<file path="config.mk">
export PLATFORM = sky130hd
export DESIGN_NAME = wildcard_mask_matcher_unit
export DESIGN_NICKNAME = d
export VERILOG_FILES = /design/src/rtl/wmm_pkg.sv /design/src/rtl/wildcard_mask_matcher_unit.sv /design/src/rtl/wmm_cell.sv
export SDC_FILE = /design/constraint.sdc
export NUM_CORES = 2
export LEC_CHECK = 0
export BUFFER_PORTS_ARGS = -buffer_cell sky130_fd_sc_hd__buf_2
export CORE_MARGIN = 5
export CORE_UTILIZATION = 55
export DETAILED_ROUTE_END_ITERATION = 6
export GPL_ROUTABILITY_DRIVEN = 1
export GPL_TIMING_DRIVEN = 0
export PLACE_DENSITY_LB_ADDON = 0.2
export SETUP_SLACK_MARGIN = 0.3
export SLEW_MARGIN = 20
export SYNTH_ARGS = -nofsm -noshare
export SYNTH_HDL_FRONTEND = slang
export SYNTH_SLANG_ARGS = --single-unit
</file>
<file path="constraint.sdc">
create_clock -name clk_i -period 7.8 [get_ports clk_i]
set_clock_uncertainty 0.05 [all_clocks]
set_input_delay 0.78 -clock clk_i [delete_from_list [all_inputs] [get_ports clk_i]]
set_output_delay 0.78 -clock clk_i [all_outputs]
set_load 0.05 [all_outputs]
</file>
<file path="src/rtl/wmm_pkg.sv">
// Package for the wildcard mask matcher: character codes, request and
// register codes, beat structs and small character helpers.
// No dependencies.
`timescale 1ns / 1ps

package wmm_pkg;

  // Default mask store depth
  localparam int unsigned MASK_LEN_DEF = 64;

  // Request types
  localparam logic REQ_MASK = 1'b0;
  localparam logic REQ_SUBJ = 1'b1;

  // Register index of the special-classes enable
  localparam logic REG_SPECIAL = 1'b0;

  // Mask metacharacters
  localparam logic [7:0] CH_STAR  = 8'h2A;
  localparam logic [7:0] CH_QMARK = 8'h3F;
  localparam logic [7:0] CH_HASH  = 8'h23;
  localparam logic [7:0] CH_AMP   = 8'h26;
  localparam logic [7:0] CH_PCT   = 8'h25;

  // Character ranges
  localparam logic [7:0] CH_LO_A = 8'h61;
  localparam logic [7:0] CH_LO_Z = 8'h7A;
  localparam logic [7:0] CH_UP_A = 8'h41;
  localparam logic [7:0] CH_UP_Z = 8'h5A;
  localparam logic [7:0] CH_D0   = 8'h30;
  localparam logic [7:0] CH_D9   = 8'h39;
  localparam logic [7:0] CASE_OFS = 8'h20;

  // Per-beat control broadcast to every cell
  typedef struct packed {
    logic       mask_beat;   // mask character accepted
    logic       subj_beat;   // subject character accepted
    logic       last;        // final character of mask or subject
    logic       start;       // mask beat that opens a new mask
    logic [7:0] ch;          // uppercased character
    logic       ch_star;     // character is a star
    logic       ch_digit;    // character is a digit
    logic       ch_alpha;    // character is a letter
    logic       special;     // class characters enabled
  } wmm_bcast_t;

  // Signals handed from one cell to the next
  typedef struct packed {
    logic used;   // slot holds a mask character
    logic wr;     // slot written on this beat
    logic init;   // position reached from the start by stars alone
    logic carry;  // star closure running on into the next position
    logic match;  // character matched, next position reached
  } wmm_link_t;

  function automatic logic [7:0] up_case(logic [7:0] c);
    if (c >= CH_LO_A && c <= CH_LO_Z) begin
      return c - CASE_OFS;
    end
    return c;
  endfunction

  function automatic logic is_digit(logic [7:0] c);
    return (c >= CH_D0) && (c <= CH_D9);
  endfunction

  function automatic logic is_alpha(logic [7:0] c);
    return (c >= CH_UP_A) && (c <= CH_UP_Z);
  endfunction

endpackage

</file>
<file path="src/rtl/wildcard_mask_matcher_unit.sv">
// Top level of the wildcard mask matcher: cell chain, register port,
// output register. Depends on wmm_pkg and wmm_cell.
`timescale 1ns / 1ps
//
// Channel  Direction  Handshake             Payload
// in       input      in_valid / in_stall   req_type, char_code, last
// out      output     out_valid / out_stall matched, mask_truncated
// cfg      input      APB write/read        special_classes at address 0
//
// Characters are taken back to back while the input does not stall. The cycle
// time is set by the star closure rippling through the cell chain, one gate
// stage per mask slot. Results appear in the output register in the cycle
// after the subject's last beat. Input stalls only while a result sits there
// unclaimed. Reset leaves an empty mask, no result.

module wildcard_mask_matcher_unit
  import wmm_pkg::*;
#(
  parameter int unsigned MASK_LEN = MASK_LEN_DEF
) (
  input  logic        clk_i,
  input  logic        rst_ni,
  // input channel
  input  logic        in_valid_i,
  output logic        in_stall_o,
  input  logic        req_type_i,
  input  logic [7:0]  char_code_i,
  input  logic        last_i,
  // output channel
  output logic        out_valid_o,
  input  logic        out_stall_i,
  output logic        matched_o,
  output logic        mask_truncated_o,
  // register port
  input  logic        psel,
  input  logic        penable,
  input  logic        pwrite,
  input  logic [2:0]  paddr,
  input  logic [31:0] pwdata,
  output logic [31:0] prdata,
  output logic        pready
);

  logic special_q, special_d;
  logic open_q, open_d;
  logic ovf_q, ovf_d;
  logic tail_init_q, tail_init_d;
  logic tail_act_q, tail_act_d;
  logic out_valid_q, out_valid_d;
  logic matched_q, matched_d;
  logic trunc_q, trunc_d;

  logic          in_beat, tail_closed, result;
  logic [7:0]    uc;
  wmm_bcast_t    bc;
  wmm_link_t     lnk [MASK_LEN+1];
  logic [MASK_LEN-1:0] res_bits;

  // register port
  assign pready = 1'b1;
  assign prdata = (paddr[2] == REG_SPECIAL) ? {31'd0, special_q} : 32'd0;
  assign special_d = (psel && penable && pwrite && paddr[2] == REG_SPECIAL)
                     ? pwdata[0] : special_q;

  // input beat and broadcast
  assign in_stall_o = out_valid_q & out_stall_i;
  assign in_beat    = in_valid_i & ~in_stall_o;
  assign uc         = up_case(char_code_i);

  assign bc.mask_beat = in_beat & (req_type_i == REQ_MASK);
  assign bc.subj_beat = in_beat & (req_type_i == REQ_SUBJ);
  assign bc.last      = last_i;
  assign bc.start     = ~open_q;
  assign bc.ch        = uc;
  assign bc.ch_star   = (uc == CH_STAR);
  assign bc.ch_digit  = is_digit(uc);
  assign bc.ch_alpha  = is_alpha(uc);
  assign bc.special   = special_q;

  // head of chain
  assign lnk[0].used  = 1'b1;
  assign lnk[0].wr    = 1'b0;
  assign lnk[0].init  = 1'b1;
  assign lnk[0].carry = 1'b0;
  assign lnk[0].match = 1'b0;

  // cell chain
  for (genvar i = 0; i < MASK_LEN; i++) begin : g_cell
    wmm_cell u_cell (
      .clk_i  (clk_i),
      .rst_ni (rst_ni),
      .head_i (i == 0),
      .bc_i   (bc),
      .lnk_i  (lnk[i]),
      .lnk_o  (lnk[i+1]),
      .res_o  (res_bits[i])
    );
  end

  // final position, reached only with a full store
  assign tail_closed = lnk[MASK_LEN].match | lnk[MASK_LEN].carry;
  assign result      = (|res_bits) | (tail_closed & lnk[MASK_LEN].used);

  always_comb begin
    tail_init_d = tail_init_q;
    tail_act_d  = tail_act_q;
    open_d      = open_q;
    ovf_d       = ovf_q;
    if (bc.mask_beat) begin
      if (lnk[MASK_LEN].wr) begin
        tail_init_d = lnk[MASK_LEN].init & bc.ch_star;
      end else if (bc.start) begin
        tail_init_d = 1'b0;
      end
      tail_act_d = tail_init_d;
      open_d     = ~last_i;
      if (bc.start) begin
        ovf_d = 1'b0;
      end else if (lnk[MASK_LEN].used) begin
        ovf_d = 1'b1;
      end
    end else if (bc.subj_beat) begin
      open_d     = 1'b0;
      tail_act_d = last_i ? tail_init_q : tail_closed;
    end
  end

  // output register
  assign out_valid_d = (out_valid_q & out_stall_i) | (bc.subj_beat & last_i);
  assign matched_d   = (bc.subj_beat & last_i) ? result : matched_q;
  assign trunc_d     = (bc.subj_beat & last_i) ? ovf_q : trunc_q;

  assign out_valid_o      = out_valid_q;
  assign matched_o        = matched_q;
  assign mask_truncated_o = trunc_q;

  // control state
  always_ff @(posedge clk_i or negedge rst_ni) begin
    if (!rst_ni) begin
      special_q   <= 1'b0;
      open_q      <= 1'b0;
      ovf_q       <= 1'b0;
      tail_init_q <= 1'b0;
      tail_act_q  <= 1'b0;
      out_valid_q <= 1'b0;
    end else begin
      special_q   <= special_d;
      open_q      <= open_d;
      ovf_q       <= ovf_d;
      tail_init_q <= tail_init_d;
      tail_act_q  <= tail_act_d;
      out_valid_q <= out_valid_d;
    end
  end

  // result payload
  always_ff @(posedge clk_i) begin
    matched_q <= matched_d;
    trunc_q   <= trunc_d;
  end

endmodule

</file>
<file path="src/rtl/wmm_cell.sv">
// One cell of the matcher chain: a mask slot and its automaton position.
// Depends on wmm_pkg.
`timescale 1ns / 1ps

module wmm_cell
  import wmm_pkg::*;
(
  input  logic       clk_i,
  input  logic       rst_ni,
  input  logic       head_i,
  input  wmm_bcast_t bc_i,
  input  wmm_link_t  lnk_i,
  output wmm_link_t  lnk_o,
  output logic       res_o
);

  logic [7:0] ch_q, ch_d;
  logic       used_q, used_d;
  logic       init_q, init_d;
  logic       act_q, act_d;

  logic is_star, at_len, wr, ok;
  logic keep, hit, raw, closed;

  assign is_star = (ch_q == CH_STAR);
  // position equals mask length
  assign at_len  = lnk_i.used & ~used_q;

  // slot write: first slot on a new mask, else the slot just past the end
  assign wr = bc_i.mask_beat & (bc_i.start ? head_i : at_len);

  // character test against this slot
  always_comb begin
    ok = (ch_q == CH_QMARK) || (ch_q == bc_i.ch);
    if (bc_i.special) begin
      if (ch_q == CH_HASH && bc_i.ch_digit) ok = 1'b1;
      if (ch_q == CH_AMP && bc_i.ch_alpha) ok = 1'b1;
      if (ch_q == CH_PCT && (bc_i.ch_alpha || bc_i.ch_digit)) ok = 1'b1;
    end
  end

  // step and star closure; closure ripples like a carry chain
  assign keep   = act_q & used_q & is_star;
  assign hit    = act_q & used_q & ~is_star & ok;
  assign raw    = keep | lnk_i.match;
  assign closed = raw | lnk_i.carry;

  assign res_o = closed & at_len;

  assign lnk_o.used  = used_q;
  assign lnk_o.wr    = wr;
  assign lnk_o.init  = init_q;
  assign lnk_o.carry = closed & used_q & is_star;
  assign lnk_o.match = hit;

  // next state
  always_comb begin
    ch_d   = wr ? bc_i.ch : ch_q;
    used_d = used_q;
    init_d = init_q;
    act_d  = act_q;
    if (bc_i.mask_beat) begin
      used_d = bc_i.start ? head_i : (used_q | wr);
      if (head_i) begin
        init_d = 1'b1;
      end else if (lnk_i.wr) begin
        init_d = lnk_i.init & bc_i.ch_star;
      end else if (bc_i.start) begin
        init_d = 1'b0;
      end
      act_d = init_d;
    end else if (bc_i.subj_beat) begin
      act_d = bc_i.last ? init_q : closed;
    end
  end

  // control state
  always_ff @(posedge clk_i or negedge rst_ni) begin
    if (!rst_ni) begin
      used_q <= 1'b0;
      init_q <= head_i;
      act_q  <= head_i;
    end else begin
      used_q <= used_d;
      init_q <= init_d;
      act_q  <= act_d;
    end
  end

  // mask character, no reset
  always_ff @(posedge clk_i) begin
    ch_q <= ch_d;
  end

endmodule

</file>
==> out/qor.yml <==
worst_setup_path:
  path_cells: "buf_6 -> buf_16 -> buf_2 -> or3_4 -> o32a_1 -> nand2_4 -> buf_4 -> o221ai_1 -> o31ai_1 -> o2111ai_1 -> nand3b_1 -> nor3_2 -> o211ai_1 -> o21ai_1 -> a21boi_0 -> a21oi_1 -> nor3_1 -> o22ai_1 -> nor2_1 -> nor4b_2 -> o2111ai_1 -> a211o_1"
  critPathRequiredTime_ns: 8.13
  criticalPathCategory: "input port to flip-flop"
  crit_buf_inv: 4
  path_max_fanout: 37
  critPathTopFamily: "compound AO/OA/AOI/OAI gates"
  end_kind: "flip-flop"
  crit_arrival_ns: 7.97
  crit_slowest_cell: "o32a_1"
  critPathLaunchType: "input port"
  cp_common_cell: "o2111ai_1"
  slowest_delay_ns: 0.72
power_and_ir_drop:
  power_density_nw_per_um2: 197
  p_leak_nw: 15.7
  peakVddDrop_uv: 239
timing:
  maxClockFrequency_mhz: 131
  final-hold-violation-count: 0
  slew_headroom_pct: 15.4
  period_share_pct: 97.9
  finalSetupViolations: 0
  finalCriticalPeriod_ns: 7.64
  rsz0062_at_grt: "no"
  hold_ws_ns: 0.320
  setup_tns_ns: 0
  max_slew.worst_pin.slew_ns: 1.27
  slew_viol_final: 0
cts:
  cts_tree: "done"
  cts.sinks: 709
  cts_buffers: 80
  cts_max_level: 3
  clk_latency_ns: 0.66
  cts_buffer_depth: 3
  clockRootBuffer: "clkbuf_16"
  path_clk_slew_ns: 0.06
placement:
  place_area_um2: 43600
  gp_congestion: 1.12
  port_buffers: 22
  place_hpwl_mm: 121
grt:
  antenna_found_initial: 8
  grt_pass1_vias: 35100
  grt_usage_pct: 41.5
  grt_pass1_wl_mm: 246
  met2_usage_pct: 59.3
  overflow: 0
  grt_util_met3_pct: 14.5
  grt-busiest-layer: "met2"
  grt_max_degree: 93
  grt.met1_usage_pct: 52.7
floorplanning:
  row_count: 101
  die_w_um: 285
  dieHeight_um: 285
  core-area_um2: 75600
  initial_core_util_pct: 55.2
  die_area_um2: 81500
  num_io_pins: 89
synth:
  syn_avg_cell_area_um2: 9.86
  synth_edf_count: 514
  synth_seq_cells: 709
  syn_area_um2: 41700
  async_flop_share_pct: 27.5
  yosysUniqueCellTypes: 108
  synth-main-ff-cell: "edfxtp_1"
  syn_inst: 4235
  ys_warn_count: 0
  ys_seq_area_share_pct: 48.7
routing:
  vias: 38700
  wl_per_cell_um: 32.2
  drc_errors: 38
  dr.pass1.iters: 7
  dr.first_iter.drc_count: 7214
  wl_mm: 175
  ant_nets: 0
  viasPerCell: 7.09
cells_and_area:
  area_delta_synth_final_pct: 12.3
  drive_gt1_share_pct: 8.96
  nets: 4453
  final_area_um2: 46900
run:
  cap_viol_max_count: 0
min_path:
  hold_class: "input port to flip-flop"
outcome:
  violations: "DRC"
  status: "finished, violations left"
==> cell type report <==
class                   instances  area (um^2)
plain buffers                 245         1370
clock inverters                45          556
well taps                     978         1220
multi-input cells            3234        20300
fillers                      6236        28700
flip-flops and latches        709        20300
diodes                          9         22.5
clock buffers                 102         2160
repair buffers                 54          634
inverters                      76          288
==> per-stage QoR <==
stage | utilization [%] | cells | power [mW] | setup WS [ns]
2_1_floorplan | - | 4265 | 4.72 | 1.82
3_3_place_gp | 57.1 | 5265 | 5.19 | -3.07
3_5_place_dp | 57.7 | 5280 | 5.22 | -1.48
4_1_cts | 61.7 | 5431 | 9.12 | 0.300
5_1_grt | 62.0 | 5444 | 9.37 | 0.297
6_report | 62.0 | 5452 | 9.21 | 0.161
==> kinds of logic (layout without fill, tap and decap cells) <==
logic type / after synthesis / in the layout / share of synthesized area (%)
xor+xnor: 481 / 481 / 10.1
simple gates: 1790 / 1790 / 22.5
mux: 14 / 14 / 0.372
flops: 709 / 709 / 48.7
compound gates: 916 / 916 / 14.7
fa+ha+maj: 1 / 1 / 0.0300
other cells: 2 / 41 / 0.0180
buf+inv: 322 / 522 / 3.62
==> cells in the mapped netlist (53+ instances only) <==
master / instances / area [um^2]
dfrtp_1: 194 / 4850
nand2_1: 388 / 1460
nand4_1: 88 / 551
a21oi_1: 208 / 1040
nor3b_1: 62 / 465
inv_1: 72 / 270
xnor2_1: 331 / 2900
nor3_1: 139 / 696
xor2_1: 150 / 1310
nand2b_1: 85 / 532
buf_4: 53 / 398
nor4_1: 129 / 807
nand3_1: 230 / 1150
edfxtp_1: 514 / 15400
nor2_1: 343 / 1290
clkbuf_1: 127 / 477
o21ai_0: 232 / 1160
==> sequential cells by signal (all words and copies together), names as in the netlist <==
register / cells
out_valid_o: 1
special_q: 1
g_cell.u_cell.used_q: 64
matched_o: 1
g_cell.u_cell.init_q: 63
open_q: 1
g_cell.u_cell.ch_q: 512
mask_truncated_o: 1
g_cell.u_cell.act_q: 64
ovf_q: 1
==> worst min-delay path: cells and delay by family <==
family	cells	cell delay (ns)
simple gates	1	0.03
compound gates	1	0.08
buf+inv	1	0.07
==> metal layers <==
metal  up-vias  routed length [um]
li1      16200                   -
met1     18400               61000
met2      3249               71500
met3       875               26600
met4         4               16200
met5         -                  78
==> cell usage in the layout, fill, tap and decap left out, types with 30 or more instances in the layout <==
cell type and instances:
a21o_1 45, and3_1 50, clkbuf_16 82, a21oi_1 207
and2_1 30, or3_1 40, conb_1 32, nor3_1 135
nor2b_1 32, o211ai_1 30, xnor2_1 331, nor3b_1 60
nand3_1 229, xor2_1 150, nand2b_1 85, a22o_1 36
nand2_1 387, o21ai_0 232, a222oi_1 30, buf_2 44
nand4_1 88, nor4_1 123, nor2_1 342, buf_4 69
nand3b_1 37, a31oi_1 34, edfxtp_1 514, clkbuf_1 130
dfrtp_1 194, inv_1 72
==> where the power goes <==
part	switching, mW	internal, mW
logic	0.822	0.264
registers	0.0494	4.10
clock network	1.62	2.36
==> timing repair <==
item,CTS,global route
pin swaps,1,7
buffers inserted,2,12
endpoints found under the setup margin,27,7
cloned,1,1
hold endpoints to repair,21,0
resized for setup,45,41
hold buffers,1,0
==> worst paths after layout <==
kind                                      from                       to  slack (ns)  cells past startpoint
worst max register to register       special_q                matched_o        0.30                     18
worst min register to register           ovf_q         mask_truncated_o        0.43                      0
max in group asynchronous               rst_ni  g_cell[24].u_cell.act_q        6.37                      3
min in group asynchronous               rst_ni  g_cell[3].u_cell.used_q        0.54                      2
worst max-delay path            char_code_i[0]                matched_o        0.16                     22
worst min-delay path                 pwdata[0]                special_q        0.32                      3
No activity file was read; power rests on OpenSTA's default activity.
